<file path="src/design/length_prefixed_name_deframer_assert.svh">
// ---------------------------------------------------------------------------
// Assertion macros for the length-prefixed name deframer
// Same-cycle and next-cycle implication checks, clocked and reset-qualified.
// ---------------------------------------------------------------------------
`ifndef LENGTH_PREFIXED_NAME_DEFRAMER_ASSERT_SVH
`define LENGTH_PREFIXED_NAME_DEFRAMER_ASSERT_SVH

// antecedent implies consequent in the same cycle
`define LPND_ASSERT_NOW(label, clk, rstn, ante, cons, msg) \
    label: assert property (@(posedge clk) disable iff (!(rstn)) (ante) |-> (cons)) \
        else $error(msg);

// antecedent implies consequent in the next cycle
`define LPND_ASSERT_NEXT(label, clk, rstn, ante, cons, msg) \
    label: assert property (@(posedge clk) disable iff (!(rstn)) (ante) |=> (cons)) \
        else $error(msg);

`endif

</file>
<file path="src/design/lpnd_pkg.sv">
// ---------------------------------------------------------------------------
// lpnd_pkg
// Types and constants shared by the length-prefixed name deframer.
// ---------------------------------------------------------------------------
package lpnd_pkg;

    // input op codes
    localparam logic OP_BYTE = 1'b0;
    localparam logic OP_END  = 1'b1;

    // configuration register indexes
    localparam int CFG_IDX_W = 2;
    localparam logic [CFG_IDX_W-1:0] CFG_SKIP_INDEX = 2'd0;
    localparam logic [CFG_IDX_W-1:0] CFG_TAKE_ALL   = 2'd1;
    localparam logic [CFG_IDX_W-1:0] CFG_MAX_TAKE   = 2'd2;

    localparam int CFG_DATA_W = 16;
    localparam int CNT_W      = 16;

    // prefix byte encoding
    localparam logic [7:0] PFX_CONT_BIT  = 8'h80;
    localparam logic [7:0] PFX_NONMINIMAL = 8'h80;
    localparam int         PFX_DIGIT_W   = 7;

    typedef struct packed {
        logic             out_valid;
        logic [7:0]       out_byte;
        logic             first_of_component;
        logic             last_of_component;
        logic             empty_component;
        logic             done_res;
        logic             error;
        logic [CNT_W-1:0] total_components;
        logic [CNT_W-1:0] taken_count;
    } result_t;

endpackage

</file>
<file path="src/design/length_prefixed_name_deframer.sv">
// ---------------------------------------------------------------------------
// length_prefixed_name_deframer
// Splits a byte stream of length-prefixed components, passes on the payload
// of the selected components and reports counts at the end of each name.
// ---------------------------------------------------------------------------
//  channel   dir  handshake          payload
//  s_*       in   s_valid/s_ready    s_op, s_data_byte
//  m_*       out  m_valid/m_ready    m_out_valid .. m_taken_count
//  cfg_*     in   cfg_we             cfg_idx, cfg_wdata
//
// One transfer per cycle in each direction unless m_ready stalls; every input
// transfer yields one result in the next cycle, held in the output register.
// The per-name state updates in the cycle of the input transfer; the output
// register is reloaded while its content is being taken, so a stall on m_ready
// stops the input only while a result waits.
// aresetn (synchronous) clears the state, the output valid and the registers
// to their defaults (take_all set, others zero).
// ---------------------------------------------------------------------------
module length_prefixed_name_deframer
    import lpnd_pkg::*;
#(
    parameter int MAX_PREFIX_BYTES = 3
) (
    input  logic                  aclk,
    input  logic                  aresetn,
    // configuration
    input  logic                  cfg_we,
    input  logic [CFG_IDX_W-1:0]  cfg_idx,
    input  logic [CFG_DATA_W-1:0] cfg_wdata,
    // input items
    input  logic                  s_valid,
    output logic                  s_ready,
    input  logic                  s_op,
    input  logic [7:0]            s_data_byte,
    // results
    output logic                  m_valid,
    input  logic                  m_ready,
    output logic                  m_out_valid,
    output logic [7:0]            m_out_byte,
    output logic                  m_first_of_component,
    output logic                  m_last_of_component,
    output logic                  m_empty_component,
    output logic                  m_done_res,
    output logic                  m_error,
    output logic [CNT_W-1:0]      m_total_components,
    output logic [CNT_W-1:0]      m_taken_count
);

    localparam int REM_W = PFX_DIGIT_W * MAX_PREFIX_BYTES;
    localparam int PL_W  = (MAX_PREFIX_BYTES > 1) ? $clog2(MAX_PREFIX_BYTES) : 1;

    // configuration registers
    logic [CNT_W-1:0] skip_index_reg;
    logic             take_all_reg;
    logic [CNT_W-1:0] max_take_reg;

    always_ff @(posedge aclk) begin
        if (!aresetn) begin
            skip_index_reg <= '0;
            take_all_reg   <= 1'b1;
            max_take_reg   <= '0;
        end else if (cfg_we) begin
            unique case (cfg_idx)
                CFG_SKIP_INDEX: skip_index_reg <= cfg_wdata[CNT_W-1:0];
                CFG_TAKE_ALL:   take_all_reg   <= cfg_wdata[0];
                CFG_MAX_TAKE:   max_take_reg   <= cfg_wdata[CNT_W-1:0];
                default:        ;
            endcase
        end
    end

    // per-name state
    logic             in_payload_reg, in_payload_next;
    logic [PL_W-1:0]  prefix_len_reg, prefix_len_next;
    logic [REM_W-1:0] remaining_reg, remaining_next;
    logic [CNT_W-1:0] comp_index_reg, comp_index_next;
    logic [CNT_W-1:0] taken_reg, taken_next;
    logic             bad_reg, bad_next;
    logic             selected_now_reg, selected_now_next;
    logic             first_pending_reg, first_pending_next;

    logic             m_valid_reg;
    result_t          res_reg, res_next;

    logic             s_xfer;
    logic [REM_W-1:0] digit;
    logic [REM_W-1:0] len;
    logic [REM_W-1:0] rem_or;
    logic             sel;
    logic             finish;
    logic             finish_sel;

    assign s_ready = !m_valid_reg || m_ready;
    assign s_xfer  = s_valid && s_ready;

    assign digit  = REM_W'(s_data_byte & ~PFX_CONT_BIT);
    assign rem_or = remaining_reg | digit;
    assign len    = remaining_reg | REM_W'(s_data_byte);
    assign sel    = (comp_index_reg >= skip_index_reg) &&
                    (take_all_reg || (taken_reg < max_take_reg));

    always_comb begin
        in_payload_next    = in_payload_reg;
        prefix_len_next    = prefix_len_reg;
        remaining_next     = remaining_reg;
        comp_index_next    = comp_index_reg;
        taken_next         = taken_reg;
        bad_next           = bad_reg;
        selected_now_next  = selected_now_reg;
        first_pending_next = first_pending_reg;
        finish             = 1'b0;
        finish_sel         = 1'b0;
        res_next           = '0;

        if (s_op == OP_END) begin
            res_next.done_res         = 1'b1;
            res_next.error            = bad_reg || in_payload_reg ||
                                        (prefix_len_reg != '0) ||
                                        (comp_index_reg < skip_index_reg);
            res_next.total_components = comp_index_reg;
            res_next.taken_count      = taken_reg;
            in_payload_next    = 1'b0;
            prefix_len_next    = '0;
            remaining_next     = '0;
            comp_index_next    = '0;
            taken_next         = '0;
            bad_next           = 1'b0;
            selected_now_next  = 1'b0;
            first_pending_next = 1'b0;
        end else if (bad_reg) begin
            // swallow bytes until the end of the name
        end else if (!in_payload_reg) begin
            if ((prefix_len_reg == '0) && (s_data_byte == PFX_NONMINIMAL)) begin
                bad_next = 1'b1;
            end else if ((s_data_byte & PFX_CONT_BIT) != 8'h00) begin
                if (int'(prefix_len_reg) + 1 >= MAX_PREFIX_BYTES) begin
                    bad_next = 1'b1;
                end else begin
                    remaining_next  = rem_or << PFX_DIGIT_W;
                    prefix_len_next = prefix_len_reg + 1'b1;
                end
            end else begin
                prefix_len_next = '0;
                if (len == '0) begin
                    remaining_next           = '0;
                    res_next.empty_component = sel;
                    finish                   = 1'b1;
                    finish_sel               = sel;
                end else begin
                    in_payload_next    = 1'b1;
                    remaining_next     = len;
                    selected_now_next  = sel;
                    first_pending_next = sel;
                end
            end
        end else begin
            if (selected_now_reg) begin
                res_next.out_valid          = 1'b1;
                res_next.out_byte           = s_data_byte;
                res_next.first_of_component = first_pending_reg;
                res_next.last_of_component  = (remaining_reg == REM_W'(1));
            end
            first_pending_next = 1'b0;
            remaining_next     = remaining_reg - 1'b1;
            if (remaining_reg == REM_W'(1)) begin
                in_payload_next   = 1'b0;
                selected_now_next = 1'b0;
                finish            = 1'b1;
                finish_sel        = selected_now_reg;
            end
        end

        // saturating counters on component completion
        if (finish) begin
            if (comp_index_reg != '1) begin
                comp_index_next = comp_index_reg + 1'b1;
            end
            if (finish_sel && (taken_reg != '1)) begin
                taken_next = taken_reg + 1'b1;
            end
        end
    end

    always_ff @(posedge aclk) begin
        if (!aresetn) begin
            in_payload_reg    <= 1'b0;
            prefix_len_reg    <= '0;
            remaining_reg     <= '0;
            comp_index_reg    <= '0;
            taken_reg         <= '0;
            bad_reg           <= 1'b0;
            selected_now_reg  <= 1'b0;
            first_pending_reg <= 1'b0;
        end else if (s_xfer) begin
            in_payload_reg    <= in_payload_next;
            prefix_len_reg    <= prefix_len_next;
            remaining_reg     <= remaining_next;
            comp_index_reg    <= comp_index_next;
            taken_reg         <= taken_next;
            bad_reg           <= bad_next;
            selected_now_reg  <= selected_now_next;
            first_pending_reg <= first_pending_next;
        end
    end

    // output register
    always_ff @(posedge aclk) begin
        if (!aresetn) begin
            m_valid_reg <= 1'b0;
        end else if (s_ready) begin
            m_valid_reg <= s_valid;
        end
    end

    always_ff @(posedge aclk) begin
        if (s_xfer) begin
            res_reg <= res_next;
        end
    end

    assign m_valid              = m_valid_reg;
    assign m_out_valid          = res_reg.out_valid;
    assign m_out_byte           = res_reg.out_byte;
    assign m_first_of_component = res_reg.first_of_component;
    assign m_last_of_component  = res_reg.last_of_component;
    assign m_empty_component    = res_reg.empty_component;
    assign m_done_res           = res_reg.done_res;
    assign m_error              = res_reg.error;
    assign m_total_components   = res_reg.total_components;
    assign m_taken_count        = res_reg.taken_count;

    // checks
    `include "length_prefixed_name_deframer_assert.svh"

    `LPND_ASSERT_NEXT(a_end_gives_done, aclk, aresetn, s_xfer && (s_op == OP_END), m_valid && m_done_res && (comp_index_reg == '0) && !bad_reg, "end item must yield a done result and clear the name state")
    `LPND_ASSERT_NOW(a_payload_no_prefix, aclk, aresetn, in_payload_reg, prefix_len_reg == '0, "prefix count left over inside payload")
    `LPND_ASSERT_NOW(a_taken_le_total, aclk, aresetn, 1'b1, taken_reg <= comp_index_reg, "taken count exceeds component count")
    `LPND_ASSERT_NOW(a_byte_not_done, aclk, aresetn, m_valid && m_out_valid, !m_done_res && !m_empty_component, "payload byte result carries done or empty mark")

endmodule
</file>
<file path="config.mk">
export PLATFORM = sky130hd
export DESIGN_NAME = length_prefixed_name_deframer
export DESIGN_NICKNAME = d
export VERILOG_FILES = /design/src/design/lpnd_pkg.sv /design/src/design/length_prefixed_name_deframer.sv
export VERILOG_INCLUDE_DIRS = /design/src /design/src/design
export SDC_FILE = /design/constraint.sdc
export NUM_CORES = 1
export LEC_CHECK = 0
export ABC_AREA = 1
export ABC_CLOCK_PERIOD_IN_PS = 6400
export BUFFER_PORTS_ARGS = -buffer_cell sky130_fd_sc_hd__buf_2
export CORE_UTILIZATION = 45
export DETAILED_ROUTE_END_ITERATION = 16
export SLEW_MARGIN = 20
export SYNTH_ARGS = -nofsm -noshare
export SYNTH_HDL_FRONTEND = slang
export SYNTH_SLANG_ARGS = --single-unit
</file>
<file path="constraint.sdc">
create_clock -name aclk -period 6.4 [get_ports aclk]
set_input_delay 1.28 -clock aclk [delete_from_list [all_inputs] [get_ports aclk]]
set_output_delay 1.28 -clock aclk [all_outputs]
set_load 0.05 [all_outputs]
</file>
==> metrics.md <==
| Metric | Value |
|---|---|
| Hold Startpoint | `skip_index_reg[2]` |
| R2R cell count | `6` |
| Final instance area | `8880 µm²` |
| Routed WL per cell | `14.4 µm` |
| Number of synthesized flops with an enable pin | `between 40 and 50` |
| Worst slew pin tran | `983 ps` |
| Vias per Instance | `about 5` |
| Reg2reg end | `taken_reg[3]` |
| Largest family of logic cells by synthesized area | `simple AND/OR/NAND/NOR gates` |
| F_max | `255 MHz` |
| Avg Cell Area, Syn | `7.75 µm²` |
| Vias in the first global route | `6016` |
| Minimum clock period | `slightly below 4000 ps` |
| Synth Warn # | `0` |
| Pre-CTS WS | `2110 ps` |
| I/O Pins | `80` |
| Clock Root Buffer | `clkbuf_16` |
| Area post-placement | `8260 µm²` |
| Total power | `~2400 µW` |
| DRT iter0 DRCs | `542` |
| Max Cap Viol | `0` |
| Post-synthesis async set-or-reset flop share | `0%` |
| Num CTS Buffers | `17` |
| Clk_lat worst skew | `420 ps` |
| Simple-gate share of the synthesized area | `about 22%` |
| Synth Area in Compound Gates | `approximately 17%` |
| First-pass DRT Iterations | `6` |
| Drt total wl | `between 15000 and 20000 µm` |
| Reg2Reg Setup Slack | `about 3600 ps` |
| Pin count of the biggest net entering global routing | `70` |
| Kind of critical path | `in2reg` |
| Hold_ws | `roughly 460 ps` |
| Synth Area in XOR/XNOR | `2.93%` |
| Pleak | `0.00397 µW` |
| Initial Utilization | `46.5%` |
| Post-synthesis mux area share | `0%` |
| Final worst slack | `approximately 2500 ps` |
| Bufs on Longest Clock Path | `2` |
| Top FF cell, synth | `dfxtp_1` |
| Core area | `16700 µm²` |
| CP endpoint kind | `register` |
| Yosys cell types | `48` |
| Die width | `about 130 µm` |
| # H-tree levels | `4` |
| Nets | `1132` |
| Mapped Cells | `around 1000` |
| HPWL Detailed | `13000 µm` |
| Pwr dens | `273 nW/µm²` |
| Initial antenna violation count | `0` |
| Routed Antenna Nets | `0` |
| FF+latch area | `3240 µm²` |
| Total grt overflow | `0` |
| Status | `completed` |
| Layout cells sized above 1 | `between 10% and 20%` |
| Final worst path period share | `61.3%` |
| Hold Path Stages | `2` |
| Synthesized cell area | `7760 µm²` |
| Area grow syn2layout | `14.4%` |
| Final Max Slew Viols | `0` |
| CTS tree | `yes` |
| Worst min-delay path class | `reg2reg` |
| Worst reg2reg path startpoint | `m_valid` |
| IO buf count | `79` |
| FF+latch count, synth | `approximately 140` |
| First-pass GRT wire length | `30600 µm` |
| Layout fillers | `1626` |
| DRC | `0` |
| Crit path launch type | `input port` |
| Net Count, Synth | `1072` |
| Gr usage total | `21.9%` |
| Hold Path Sink | `skip_index_reg[2]` |
| Setup Buffers After CTS | `0` |
| FP Rows | `47` |
| RSZ-0062 raised after global routing | `false` |
| Crit Path Max Fanout | `41` |
| GP Congestion | `0.841` |
| Final setup TNS | `0 ps` |
| Final setup violating endpoints | `0` |
| Slew HR | `about a third` |
| Vias | `6600` |
| Die ar. | `around 18000 µm²` |
| Fin Clk Skew | `7.88 ps` |
| Clock transition at path regs | `60 ps` |
| Die Y | `approximately 130 µm` |
| Adder-cell share of the synthesized area | `6.13%` |
| Hold buffers post-CTS | `0` |
| Footprint of the multi-input gates | `3740 µm²` |
| Worst path required time | `6720 ps` |
| Sequential share of the synthesized area | `41.8%` |
| Max FFs per register | `21` |
| Sink Count | `between 100 and 150` |
| Final hold violation count | `0` |
| Worst VDD drop | `189 µV` |
| CP Data Arrival Time | `4240 ps` |
| PostCTS Resize Cnt | `0` |
cell usage after synthesis, types with 4 or more instances:
cell type,instances,area (µm²)
nor2_1,75,282
ha_1,38,475
a21oi_2,10,87.6
o211ai_1,7,52.6
nor2_2,4,25.0
nand3_2,12,120
clkbuf_1,29,109
nand2_1,166,623
nor3_1,11,55.1
buf_1,5,18.8
edfxtp_1,46,1380
or2_2,5,31.3
xor2_1,19,166
a21oi_1,91,455
inv_1,140,526
nand2_2,6,37.5
nand4_1,9,56.3
nand3_1,58,290
inv_2,13,48.8
dfxtp_1,93,1860
a31oi_1,8,50.1
o21ai_0,96,480
o21ai_1,9,45.0
a211oi_1,5,37.5
xnor2_1,7,61.3
stage by stage:
step	instances	utilization [%]
2_1_floorplan	1002	-
3_3_place_gp	1263	49.4
3_5_place_dp	1263	49.4
4_1_cts	1295	53.1
5_1_grt	1295	53.1
6_report	1296	53.2
power by group:
group	switching [µW]	total (µW)	internal [µW]
clock network	381	1020	641
registers	43.8	1010	964
logic	277	393	116
area by class of cell:
| class | instances | share of cell area (%) |
|---|---|---|
| Tap cell | 220 | 3.10 |
| Inverter | 155 | 6.57 |
| Multi-Input combinational cell | 667 | 42.1 |
| Sequential cell | 139 | 36.5 |
| Timing Repair Buffer | 82 | 4.71 |
| Clock buffer | 23 | 5.75 |
| Clock inverter | 9 | 1.21 |
| Antenna cell | 1 | 0.0282 |
worst max-delay path by stage:
stage | start | to | slack (ps)
final | s_op | remaining_reg[17] | 2480
after CTS | s_op | remaining_reg[15] | 2540
after floorplan | m_ready | m_done_res | 2460
after global placement | s_op | remaining_reg[12] | 2200
after global routing | s_op | remaining_reg[12] | 2160
after detailed placement | s_op | remaining_reg[15] | 2110
critical path, cell delays in order:
cell	delay [ps]
buf_2	630
inv_2	470
a21oi_1	380
o21ai_1	170
nor2_2	410
nand2_2	270
inv_2	330
o211ai_1	150
a21oi_1	140
cell usage in the layout, fill, tap and decap left out, types with 4 or more instances in the layout:
| master | netlist | routed |
|---|---|---|
| nand2_1 | 166 | 166 |
| inv_1 | 140 | 139 |
| o21ai_0 | 96 | 96 |
| dfxtp_1 | 93 | 93 |
| a21oi_1 | 91 | 91 |
| buf_2 | 2 | 79 |
| nor2_1 | 75 | 75 |
| nand3_1 | 58 | 58 |
| edfxtp_1 | 46 | 46 |
| ha_1 | 38 | 38 |
| xor2_1 | 19 | 19 |
| clkbuf_16 | 0 | 19 |
| inv_2 | 13 | 13 |
| nand3_2 | 12 | 12 |
| nor3_1 | 11 | 11 |
| a21oi_2 | 10 | 10 |
| nand4_1 | 9 | 9 |
| o21ai_1 | 9 | 9 |
| a31oi_1 | 8 | 8 |
| xnor2_1 | 7 | 7 |
| o211ai_1 | 7 | 7 |
| nand2_2 | 6 | 6 |
| or2_2 | 5 | 5 |
| a211oi_1 | 5 | 5 |
| nor2_2 | 4 | 4 |
per-layer routing:
metal / share of wire, % / routed length (µm) / track usage [%]
met1: 48 / 9030 / 29.8
met2: 45 / 8470 / 35.2
met3: 4.5 / 846 / 4.03
met4: 1.5 / 283 / 6.88
met5: 0 / 0 / 0
cells by family (layout without fill, tap and decap cells):
| family | count (synthesis) | after routing |
|---|---|---|
| other | 0 | 1 |
| AND/OR/NAND/NOR | 365 | 365 |
| buffers and inverters | 196 | 269 |
| adder cells (fa/ha/maj) | 38 | 38 |
| AO/OA/AOI/OAI | 238 | 238 |
| XOR/XNOR | 26 | 26 |
| flip-flops | 139 | 139 |
Power figures use the tool's default switching activity.
